==> src/sv/ssd_pkg.sv <==
// Package: shared types, codes and constants for the seven-segment display driver.
package ssd_pkg;

    typedef enum logic [1:0] {
        CMD_TICK = 2'd0,
        CMD_ADDR = 2'd1,
        CMD_DATA = 2'd2
    } cmd_t;

    typedef enum logic [1:0] {
        CFG_FONT_LOW  = 2'd0,
        CFG_FONT_HIGH = 2'd1,
        CFG_BOOT      = 2'd2
    } cfg_index_t;

    localparam int CFG_DATA_W = 40;
    localparam int RECIP_W    = 29;
    localparam int RECIP_SH   = 32;
    localparam int DIV10_SH   = 19;

    localparam logic [7:0]  DOT_BIT      = 8'b0010_0000;
    localparam logic [7:0]  DOT_CLEAR    = 8'b1101_1111;
    localparam logic [1:0]  BYTES_STORED = 2'd3;
    localparam logic [31:0] BOOT_RESET   = 32'd36;
    localparam logic [15:0] DIV10_MUL    = 16'd52429;

    // ceil(2^32 / 10^d); exact quotient for any 16-bit dividend
    function automatic logic [RECIP_W-1:0] recip(input logic [2:0] d);
        logic [RECIP_W-1:0] m;
        begin
            case (d)
                3'd1:    m = 29'd429496730;
                3'd2:    m = 29'd42949673;
                3'd3:    m = 29'd4294968;
                3'd4:    m = 29'd429497;
                default: m = '0;
            endcase
            return m;
        end
    endfunction

    function automatic logic [7:0] glyph(input logic [CFG_DATA_W-1:0] lo,
                                         input logic [CFG_DATA_W-1:0] hi,
                                         input logic [3:0] r);
        logic [7:0] g;
        begin
            case (r)
                4'd0:    g = lo[7:0];
                4'd1:    g = lo[15:8];
                4'd2:    g = lo[23:16];
                4'd3:    g = lo[31:24];
                4'd4:    g = lo[39:32];
                4'd5:    g = hi[7:0];
                4'd6:    g = hi[15:8];
                4'd7:    g = hi[23:16];
                4'd8:    g = hi[31:24];
                4'd9:    g = hi[39:32];
                default: g = '0;
            endcase
            return g;
        end
    endfunction

endpackage

==> src/sv/seven_segment_i2c_display.sv <==
// Top level: multiplexed seven-segment display driver fed by bus write events.
//
//   channel   signals                          payload
//   in        in_valid / in_stall              cmd, data_byte
//   out       out_valid / out_stall            segments, digit_index, dot_on
//   cfg       cfg_we, cfg_index                cfg_data
//
// One item per cycle while out is not stalled; each transfer in gives one result.
// Stage 1 updates state and takes v / 10^d for the scanned digit with one
// reciprocal multiply; stage 2 takes the remainder by ten and the glyph.
// Reset clears scan, byte count and stored bytes and loads the boot patterns.
// A stall on out holds the result; in stalls only when both stages are full.
module seven_segment_i2c_display #(
    parameter int NUM_DIGITS = 4
) (
    input  logic                           clk,
    input  logic                           rst_n,
    input  logic                           in_valid,
    output logic                           in_stall,
    input  logic [1:0]                     cmd,
    input  logic [7:0]                     data_byte,
    output logic                           out_valid,
    input  logic                           out_stall,
    output logic [7:0]                     segments,
    output logic [1:0]                     digit_index,
    output logic                           dot_on,
    input  logic                           cfg_we,
    input  logic [1:0]                     cfg_index,
    input  logic [ssd_pkg::CFG_DATA_W-1:0] cfg_data
);

    localparam int SCAN_W = (NUM_DIGITS > 1) ? $clog2(NUM_DIGITS) : 1;
    localparam logic [SCAN_W-1:0] SCAN_LAST = SCAN_W'(NUM_DIGITS - 1);

    logic [ssd_pkg::CFG_DATA_W-1:0] font_lo_reg, font_hi_reg;
    logic [31:0]                    boot_reg;
    // font as it stood at the last stored byte
    logic [ssd_pkg::CFG_DATA_W-1:0] glyph_lo_reg, glyph_hi_reg;

    logic [SCAN_W-1:0] scan_reg, scan_next;
    logic [1:0]        count_reg, count_next;
    logic [7:0]        rx0_reg, rx0_next, rx1_reg, rx1_next, rx2_reg, rx2_next;
    logic              boot_mode_reg, boot_mode_next;
    logic              store_byte;

    logic              s1_valid_reg;
    logic [15:0]       s1_q_reg, s1_q_next;
    logic [SCAN_W-1:0] s1_scan_reg;
    logic              s1_boot_reg;
    logic [7:0]        s1_bootpat_reg, s1_bootpat_next;
    logic              s1_dot_reg, s1_dot_next;

    logic              out_valid_reg;
    logic [7:0]        seg_reg, seg_next;
    logic [SCAN_W-1:0] idx_reg;

    logic              out_ready, s1_ready, in_xfer;
    logic [2:0]        d3;
    logic [1:0]        bsel;
    logic [15:0]       v;
    logic [44:0]       prod1;
    logic [31:0]       prod2;
    logic [12:0]       q10;
    logic [15:0]       rem16;
    logic [3:0]        r;

    assign out_ready = !out_valid_reg || !out_stall;
    assign s1_ready  = !s1_valid_reg || out_ready;
    assign in_stall  = !s1_ready;
    assign in_xfer   = in_valid && s1_ready;

    // state update for the accepted command
    always_comb
    begin
        scan_next      = scan_reg;
        count_next     = count_reg;
        rx0_next       = rx0_reg;
        rx1_next       = rx1_reg;
        rx2_next       = rx2_reg;
        boot_mode_next = boot_mode_reg;
        store_byte     = 1'b0;
        unique case (cmd)
            ssd_pkg::CMD_TICK:
            begin
                if (scan_reg == SCAN_LAST)
                    scan_next = '0;
                else
                    scan_next = scan_reg + 1'b1;
            end
            ssd_pkg::CMD_ADDR:
                count_next = '0;
            ssd_pkg::CMD_DATA:
            begin
                if (count_reg < ssd_pkg::BYTES_STORED)
                begin
                    unique case (count_reg)
                        2'd0:    rx0_next = data_byte;
                        2'd1:    rx1_next = data_byte;
                        default: rx2_next = data_byte;
                    endcase
                    count_next     = count_reg + 1'b1;
                    boot_mode_next = 1'b0;
                    store_byte     = 1'b1;
                end
            end
            default: ;
        endcase
    end

    // stage 1: quotient by 10^d for the scanned digit
    always_comb
    begin
        d3    = 3'(scan_next);
        bsel  = 2'(d3);
        v     = {rx0_next, rx1_next};
        prod1 = v * ssd_pkg::recip(d3);
        if (d3 == 3'd0)
            s1_q_next = v;
        else
            s1_q_next = 16'(prod1[44:ssd_pkg::RECIP_SH]);
        if (d3 < 3'd4)
            s1_bootpat_next = boot_reg[{bsel, 3'b000} +: 8];
        else
            s1_bootpat_next = '0;
        s1_dot_next = (rx2_next == 8'(scan_next));
    end

    // stage 2: remainder by ten, glyph, dot, or the boot pattern in boot mode
    always_comb
    begin
        prod2 = s1_q_reg * ssd_pkg::DIV10_MUL;
        q10   = prod2[31:ssd_pkg::DIV10_SH];
        rem16 = s1_q_reg - ({3'b000, q10} << 3) - ({3'b000, q10} << 1);
        r     = rem16[3:0];
        if (s1_boot_reg)
            seg_next = s1_bootpat_reg;
        else
            seg_next = (ssd_pkg::glyph(glyph_lo_reg, glyph_hi_reg, r) & ssd_pkg::DOT_CLEAR)
                       | (s1_dot_reg ? ssd_pkg::DOT_BIT : 8'h00);
    end

    always_ff @(posedge clk or negedge rst_n)
    begin
        if (!rst_n)
        begin
            font_lo_reg   <= '0;
            font_hi_reg   <= '0;
            glyph_lo_reg  <= '0;
            glyph_hi_reg  <= '0;
            boot_reg      <= ssd_pkg::BOOT_RESET;
            scan_reg      <= '0;
            count_reg     <= '0;
            rx0_reg       <= '0;
            rx1_reg       <= '0;
            rx2_reg       <= '0;
            boot_mode_reg <= 1'b1;
            s1_valid_reg  <= 1'b0;
            out_valid_reg <= 1'b0;
        end
        else
        begin
            if (cfg_we)
            begin
                unique case (cfg_index)
                    ssd_pkg::CFG_FONT_LOW:  font_lo_reg <= cfg_data;
                    ssd_pkg::CFG_FONT_HIGH: font_hi_reg <= cfg_data;
                    ssd_pkg::CFG_BOOT:      boot_reg    <= cfg_data[31:0];
                    default: ;
                endcase
            end
            if (in_xfer)
            begin
                scan_reg      <= scan_next;
                count_reg     <= count_next;
                rx0_reg       <= rx0_next;
                rx1_reg       <= rx1_next;
                rx2_reg       <= rx2_next;
                boot_mode_reg <= boot_mode_next;
                if (store_byte)
                begin
                    glyph_lo_reg <= font_lo_reg;
                    glyph_hi_reg <= font_hi_reg;
                end
            end
            if (s1_ready)
                s1_valid_reg <= in_valid;
            if (out_ready)
                out_valid_reg <= s1_valid_reg;
        end
    end

    always_ff @(posedge clk)
    begin
        if (in_xfer)
        begin
            s1_q_reg       <= s1_q_next;
            s1_scan_reg    <= scan_next;
            s1_boot_reg    <= boot_mode_next;
            s1_bootpat_reg <= s1_bootpat_next;
            s1_dot_reg     <= s1_dot_next;
        end
        if (out_ready && s1_valid_reg)
        begin
            seg_reg <= seg_next;
            idx_reg <= s1_scan_reg;
        end
    end

    assign out_valid   = out_valid_reg;
    assign segments    = seg_reg;
    assign digit_index = 2'(idx_reg);
    assign dot_on      = seg_reg[5];

endmodule

==> config.mk <==
export PLATFORM = sky130hd
export DESIGN_NAME = seven_segment_i2c_display
export DESIGN_NICKNAME = d
export VERILOG_FILES = /design/src/sv/ssd_pkg.sv /design/src/sv/seven_segment_i2c_display.sv
export SDC_FILE = /design/constraint.sdc
export NUM_CORES = 1
export LEC_CHECK = 0
export BUFFER_PORTS_ARGS = -buffer_cell sky130_fd_sc_hd__buf_2
export CAP_MARGIN = 40
export CORE_MARGIN = 2
export CORE_UTILIZATION = 45
export CTS_CLUSTER_DIAMETER = 120
export DETAILED_ROUTE_END_ITERATION = 10
export GPL_ROUTABILITY_DRIVEN = 0
export PLACE_DENSITY_LB_ADDON = 0.2
export SLEW_MARGIN = 40
export SYNTH_ARGS = -nofsm -noshare
export SYNTH_HDL_FRONTEND = slang
export SYNTH_SLANG_ARGS = --single-unit
==> constraint.sdc <==
create_clock -name clk -period 16.55 [get_ports clk]
set_clock_uncertainty 0.15 [all_clocks]
set_input_delay 3.31 -clock clk [delete_from_list [all_inputs] [get_ports clk]]
set_output_delay 3.31 -clock clk [all_outputs]
set_load 0.03 [all_outputs]
* After elaboration in Yosys (flattened, before gate mapping)
Index checks and enable logic that the tools add are counted.
** Operators by class
- Add/sub/neg operators :: 4
- $mul :: 2
- $lt $le $gt $ge :: 1
- Equal/unequal tests :: 20
- Shifts and indexed selects :: 1
- Mux-type cells :: 23
- Bitwise operators :: 1
- Reductions and logical operators :: 20
** Operators with widths (count)
- 2-to-1 mux 8 bit :: 11
- one-hot mux 29 bit (3 select lines) :: 1
- one-hot mux 8 bit (10 select lines) :: 1
- multiplier 16 x 29 -> 45 bit :: 1
- variable part select 32 x 6 -> 8 bit :: 1
- multiplier 16 x 16 -> 22 bit (second input constant) :: 1
- equality test 4 x 3 -> 1 bit (second input constant) :: 4
- 2-to-1 mux 13 bit :: 1
- equality test 2 bit (second input constant) :: 5
- equality test 2 x 1 -> 1 bit (second input constant) :: 4
- equality test 4 x 2 -> 1 bit (second input constant) :: 2
- equality test 4 bit (second input constant) :: 2
- equality test 8 x 2 -> 1 bit :: 1
- zero test 2 bit :: 4
- OR 8 x 6 -> 8 bit :: 1
- AND reduction 2 bit :: 4
- subtractor 4 bit :: 2
- 2-to-1 mux 2 bit :: 3
- 2-to-1 mux 6 bit :: 1
- adder 2 x 1 -> 2 bit (second input constant) :: 2
- equality test 4 x 1 -> 1 bit (second input constant) :: 1
- zero test 1 bit :: 4
- zero test 4 bit :: 1
- 2-to-1 mux 1 bit :: 4
- 8 further kinds :: 10
** Storage, ports and cells
- Flip-flop bits (word level) :: 261
- Input bits :: 57
- Output and inout port bits :: 13
- Logic and storage cells :: 93

* Depth between registers and ports, before layout
Gate-level depths: netlist (run 1).
- Depth after elaboration :: 8
- Mapped depth :: 32

* Worst setup path after synthesis (run 1)
OpenSTA, ideal clock, no wires.
- Path type :: input to register
- From :: input cmd[1]
- To :: register s1_q_reg[10] (data pin)
- Setup time :: 278 ps
- Data arrival time :: 10728 ps
- Required time :: 16122 ps
- Path slack :: 5394 ps
- Stages on the path :: 31
- Path buffers :: 5
- Cell sequence :: buf_2 > nor2_1 > mux2i_1 > clkbuf_1 > buf_1 > ha_1 > clkbuf_1 > nor2_1 > clkbuf_1 > or2_2 > inv_1 > fa_1 > inv_1 > fa_1 > inv_1 > fa_1 > fa_1 > inv_1 > fa_1 > inv_1 > fa_1 > ha_1 > a21oi_1 > o211ai_1 > a41o_1 > a2111o_1 > nand4_2 > a21oi_2 > a2111oi_4 > xor2_1 > mux2i_1
** Between the ends
- Cells in the longest elaborated chain, start to end :: 6
- Elaborated cells on any way between the ends :: 12
- Those cells by class :: mul (1); eq/ne (4); mux (5); reduce/logical (2)
** RTL lines
- from (decl) :: RTL line seven_segment_i2c_display.sv:20 : input logic [1:0] cmd,
- zero test 2 bit :: RTL line seven_segment_i2c_display.sv:82 : unique case (cmd)
- 2-to-1 mux 2 bit :: RTL line seven_segment_i2c_display.sv:82
- equality test 2 bit / equality test 2 x 1 -> 1 bit (equally long branches) :: RTL line ssd_pkg.sv:31 : case (d)
- one-hot mux 29 bit (3 select lines) :: RTL line ssd_pkg.sv:31
- multiplier 16 x 29 -> 45 bit :: RTL line seven_segment_i2c_display.sv:116 : prod1 = v * ssd_pkg::recip(d3);
- 2-to-1 mux 13 bit * :: RTL line seven_segment_i2c_display.sv:117 : if (d3 == 3'd0)
- named net s1_q_next[10] :: RTL line seven_segment_i2c_display.sv:47 : logic [15:0] s1_q_reg, s1_q_next;
- to (signal assigned) :: RTL line seven_segment_i2c_display.sv:196 : s1_q_reg <= s1_q_next;
- to (decl) :: RTL line seven_segment_i2c_display.sv:47
The timed path passes the listed nets; every way through them passes the cells marked *.
A chain may end at the register's enable or synchronous reset.

* Final worst setup path (run 1)
- From :: input cmd[1]
- To :: register s1_q_reg[12] (data pin)
Same word-level chain as after synthesis.

==> reports/metrics.yaml, run 1 <==
global_routing:
  grt_start_max_net_pins: 85
  grt_usage_pct: 23.0
  grt_pass1_vias: 17600
  grt_antenna_before_repair: 2
  grt_pass1_wl_mm: 101
  overflow: 0
clock_tree:
  cts_resized: 0
  cts_buffer_depth: 3
  cts_tree: "done"
  path_clk_slew_ns: 0.06
  root_buffer: "clkbuf_16"
  clock_sinks: 241
  htree_levels: 1
  clk_latency_ns: 0.54
  post_cts_buffers: 0
  numCtsBuffers: 25
  ctsHoldBuffers: 0
worst_setup_path:
  startpoint_type: "input port"
  crit_end: "s1_q_reg[12]$_DFFE_PP_"
  worstSetupStartpoint: "cmd[1]"
  worstSetupPathType: "in -> reg"
  path_delay_family: "adder cells"
  crit_fanout: 34
  critPathSlowestCell: "nor2_1"
  worstReg2RegEnd: "s1_q_reg[12]$_DFFE_PP_"
  r2r_slack_ns: 7.41
  r2r_start: "count_reg[0]$_DFFE_PN0P_"
  critical_path.endpoint_type: "flip-flop"
  cpPeakStageDelay_ns: 0.53
  path_depth: 29
  reg2reg_depth: 27
  worstPathArrival_ns: 11.66
  required_ns: 16.66
  path_buf_inv: 8
detailed_routing:
  antenna_left: 0
  routedWlPerCell_um: 20.4
  drt-initial-drc-count: 932
  vias: 16000
  drc: 0
  finalWirelength_mm: 62.4
  via_per_inst: 5.23
  drtPass1Iterations: 5
yosys:
  avgSynthCellArea_um2: 11.0
  synth.ff_latch_count: 241
  dominantRegCellSynth: "dfrtp_1"
  synth_edf_count: 38
  synth_area_leaders: "fa_1 27%, dfrtp_1 20%, ha_1 15%"
  synth_common_cells: "558 x inv_1, 341 x fa_1, 303 x ha_1"
  async_flop_share_pct: 84.2
  netlist-cell-type-count: 73
  synth_warnings: 0
  yosysSeqAreaShare_pct: 25.0
  netlist.area_leader.share_pct: 27.4
  synth.most_common_cell: "inv_1"
  netlist_instances: 2266
  synth_top_cell_by_area: "fa_1"
  synth_nets: 2967
  netlist_area_um2: 24900
sta:
  setup-violations-final: 0
  slew_violations: 0
  rsz0062_at_grt: "no"
  relSlewSlack_pct: 42.4
  finalCritPeriodShare_pct: 69.8
  fin_crit_ns: 11.55
  worstMarginPinSlew_ns: 0.861
  timing.fmax_ghz: 0.0866
  finalHoldWorstSlack_ns: 0.269
  hold_violations: 0
  setup_tns_ns: 0
min_path:
  hp-class: "reg -> reg"
layout:
  register_area_um2: 6220
  nets: 3039
  n_fill_cell: 4981
  drive_above_1_share_pct: 15.8
  utilization_pct: 49.2
  multiInputGateArea_um2: 16500
  final_cell_area_um2: 27000
  syn_to_final_growth_pct: 8.51
die:
  core-area_um2: 54900
  initial_utilization_pct: 45.3
  die_area_um2: 57200
  die_w_um: 239
  io_pins: 70
  die_h_um: 239
  rows: 86
job:
  drv_cap: 0
run_status:
  status: "finished clean"
placed_design:
  dpl_cell_area_um2: 26200
  io_buffers: 68
  dp_hpwl_mm: 50.6
[how the worst min path moves through the flow]
stage,start,to,cells after the start
floorplan,s1_scan_reg[0]$_DFFE_PP_,digit_index[0]$_DFFE_PP_,0
global placement,s1_scan_reg[0]$_DFFE_PP_,digit_index[0]$_DFFE_PP_,0
detailed placement,s1_scan_reg[1]$_DFFE_PP_,digit_index[1]$_DFFE_PP_,0
CTS,s1_scan_reg[1]$_DFFE_PP_,digit_index[1]$_DFFE_PP_,0
global route,s1_scan_reg[1]$_DFFE_PP_,digit_index[1]$_DFFE_PP_,0
finish,s1_scan_reg[1]$_DFFE_PP_,digit_index[1]$_DFFE_PP_,0
[layer usage]
metal / vias to the layer above / share of wire, % / global-route usage [%]
met5: - / 0 / 0
met4: 0 / 1.4 / 3.45
met3: 61 / 5.3 / 2.89
met2: 337 / 46 / 37.3
met1: 8259 / 47 / 33.8
li1: 7356 / - / -
[stage by stage]
step                      setup WS [ns]  instances
after floorplan                    5.39       2266
after global placement             4.29       3015
after detailed placement           4.27       3015
after CTS                          4.81       3061
after global routing               4.52       3063
final                              5.00       3063
[area by class of cell]
class	instances	share of cell area (%)
inverter	559	7.77
timing repair buffer	93	2.00
tap	704	3.26
multi-input combinational	1418	60.9
clock inverter	8	0.232
sequential	241	23.1
clock buffer	38	2.72
antenna	2	0.0185
[kinds of logic (layout without fill, tap and decap cells)]
| family | after synthesis | in the layout | share of synthesized area, % |
|---|---|---|---|
| AOI/OAI and AO/OA | 158 | 158 | 4.20 |
| and+or+nand+nor | 339 | 339 | 6.55 |
| adders and majority gates | 644 | 644 | 42.7 |
| DFF | 241 | 241 | 25.0 |
| other | 0 | 2 | 0 |
| xor gates and xnor gates | 39 | 39 | 1.40 |
| buffers and inverters | 607 | 698 | 9.22 |
| muxes | 238 | 238 | 11.0 |
[layout by cell type, fill, tap and decap left out, types with 5 or more instances in the layout]
master     count
fa_1         341
clkinv_2       5
a221o_1        6
inv_1        558
or2_2         15
and2_1        10
nand4_1        6
buf_4         24
clkbuf_1       7
xor2_1        13
nor3_1        17
nand2b_1      19
clkbuf_16     25
edfxtp_1      38
o21ai_0       44
mux2i_1       34
buf_2         67
mux2_2       191
mux4_2         8
ha_1         302
nor2b_1       12
nand3_1       24
nor2_1        64
a31oi_1       10
dfrtp_1      200
a21o_1        17
a21oi_1       37
xnor2_1       23
nand2_1      130
and3_1        15
clkbuf_8       7
Power of run 1 is left out: the tool's default activity adds up to more than one toggle a clock period on the data nets, which glitch-free logic cannot reach.
==> run 2: changes to the inputs <==
clock period = 10.8 ns   (was 16.55 ns; I/O delays follow)
==> reports/metrics.yaml, run 2 (synthesis results as in run 1) <==
placed_design:
  io_buffers: 68
  dp_hpwl_mm: 50.7
  dpl_cell_area_um2: 26400
layout:
  final_cell_area_um2: 27200
  syn_to_final_growth_pct: 9.27
  layout_common_cells: "558 x inv_1, 341 x fa_1, 302 x ha_1, 200 x dfrtp_1, 191 x mux2_2"
  drive_above_1_share_pct: 16.5
  n_fill_cell: 4984
  nets: 3065
  utilization_pct: 49.6
  layout_commonest_cell: "inv_1"
detailed_routing:
  finalWirelength_mm: 62.2
  drtPass1Iterations: 5
  drc: 0
  antenna_left: 0
  drt-initial-drc-count: 872
  routedWlPerCell_um: 20.1
  vias: 16100
  via_per_inst: 5.20
global_routing:
  grt_pass1_vias: 17300
  overflow: 0
  grt_pass1_wl_mm: 99.2
  grt_usage_pct: 22.8
  grt_start_max_net_pins: 127
  grt_antenna_before_repair: 5
sta:
  timing.fmax_ghz: 0.103
  worstMarginPinSlew_ns: 0.792
  setup_tns_ns: 0
  finalHoldWorstSlack_ns: 0.269
  fin_crit_ns: 9.67
  finalCritPeriodShare_pct: 89.6
  slew_violations: 0
  relSlewSlack_pct: 47.1
  setup-violations-final: 0
  rsz0062_at_grt: "no"
  hold_violations: 0
clock_tree:
  cts_resized: 0
  numCtsBuffers: 26
  root_buffer: "clkbuf_16"
  cts_tree: "done"
  htree_levels: 1
  clock_sinks: 241
  cts_buffer_depth: 3
  path_clk_slew_ns: 0.06
  ctsHoldBuffers: 0
  post_cts_buffers: 0
  clk_latency_ns: 0.54
worst_setup_path:
  reg2reg_depth: 25
  crit_fanout: 11
  worstPathArrival_ns: 9.89
  r2r_start: "count_reg[0]$_DFFE_PN0P_"
  critical_path.endpoint_type: "flip-flop"
  required_ns: 11.02
  r2r_slack_ns: 2.28
  worstSetupPathType: "in -> reg"
  startpoint_type: "input port"
  worstReg2RegEnd: "s1_q_reg[11]$_DFFE_PP_"
min_path:
  min_path_cells: 0
  min_from: "s1_scan_reg[1]$_DFFE_PP_"
  whs_endpoint: "digit_index[1]$_DFFE_PP_"
  hp-class: "reg -> reg"
die:
  die_h_um: 239
  rows: 86
  initial_utilization_pct: 45.3
  die_area_um2: 57200
  die_w_um: 239
  io_pins: 70
  core-area_um2: 54900
run_status:
  status: "finished clean"
job:
  drv_cap: 0
==> run 2: cell count changes in the layout (fill, tap and decap cells not counted), sizes merged <==
| cell | delta |
|---|---|
| inv | -1 |
| clkinv | +2 |
| buf | +25 |
| clkbuf | +1 |
==> run 2: per-layer routing <==
metal	routed length [µm]	global-route usage [%]	vias up	share of wire, %
met4	1160	3.94	2	1.9
met3	4140	5.09	74	6.6
met2	28000	35.7	362	45
met1	28900	32.9	8236	46
li1	-	-	7405	-
met5	13	0	-	0.021
==> run 2: worst max-delay path by stage <==
stage,start,to
floorplan,cmd[1],s1_q_reg[10]$_DFFE_PP_
global placement,cmd[1],s1_q_reg[12]$_DFFE_PP_
detailed placement,cmd[1],s1_q_reg[12]$_DFFE_PP_
CTS,cmd[1],s1_q_reg[12]$_DFFE_PP_
global route,cmd[1],s1_q_reg[12]$_DFFE_PP_
finish,cmd[1],s1_q_reg[11]$_DFFE_PP_
==> run 2: worst max-delay path: stages <==
cell and delay (ns):
buf_2 0.17, nor2_1 0.11, buf_4 0.16, mux2i_1 0.25, inv_1 0.11, ha_1 0.20, nor2_1 0.61, nor2_1 0.32
fa_1 0.59, inv_1 0.06, fa_1 0.50, inv_1 0.05, fa_1 0.57, fa_1 0.44, fa_1 0.49, inv_1 0.05
fa_1 0.47, inv_1 0.04, ha_1 0.29, and4_1 0.19, nand3_1 0.21, a21oi_1 0.20, o21a_1 0.42, nand4_2 0.19
a21oi_2 0.22, a2111oi_4 0.08, or4b_2 0.63, nand3_1 0.11
==> run 2: final cells by class <==
class	count	area [µm²]	share of cell area (%)
Sequential cell	241	6220	22.9
Clock inverter	9	65.1	0.239
Timing Repair Buffer	118	743	2.73
Antenna cell	2	5.00	0.0184
Tap cell	704	881	3.24
Inverter	559	2100	7.72
Multi-Input combinational cell	1418	16400	60.4
Clock buffer	39	749	2.76
==> run 2: per-stage QoR <==
stage	setup WS [ns]	instances
global route	0.660	3090
detailed placement	0.623	3040
global placement	0.684	3040
finish	1.13	3090
floorplan	0.794	2266
CTS	1.17	3088
Power of run 2 is left out for the same reason.
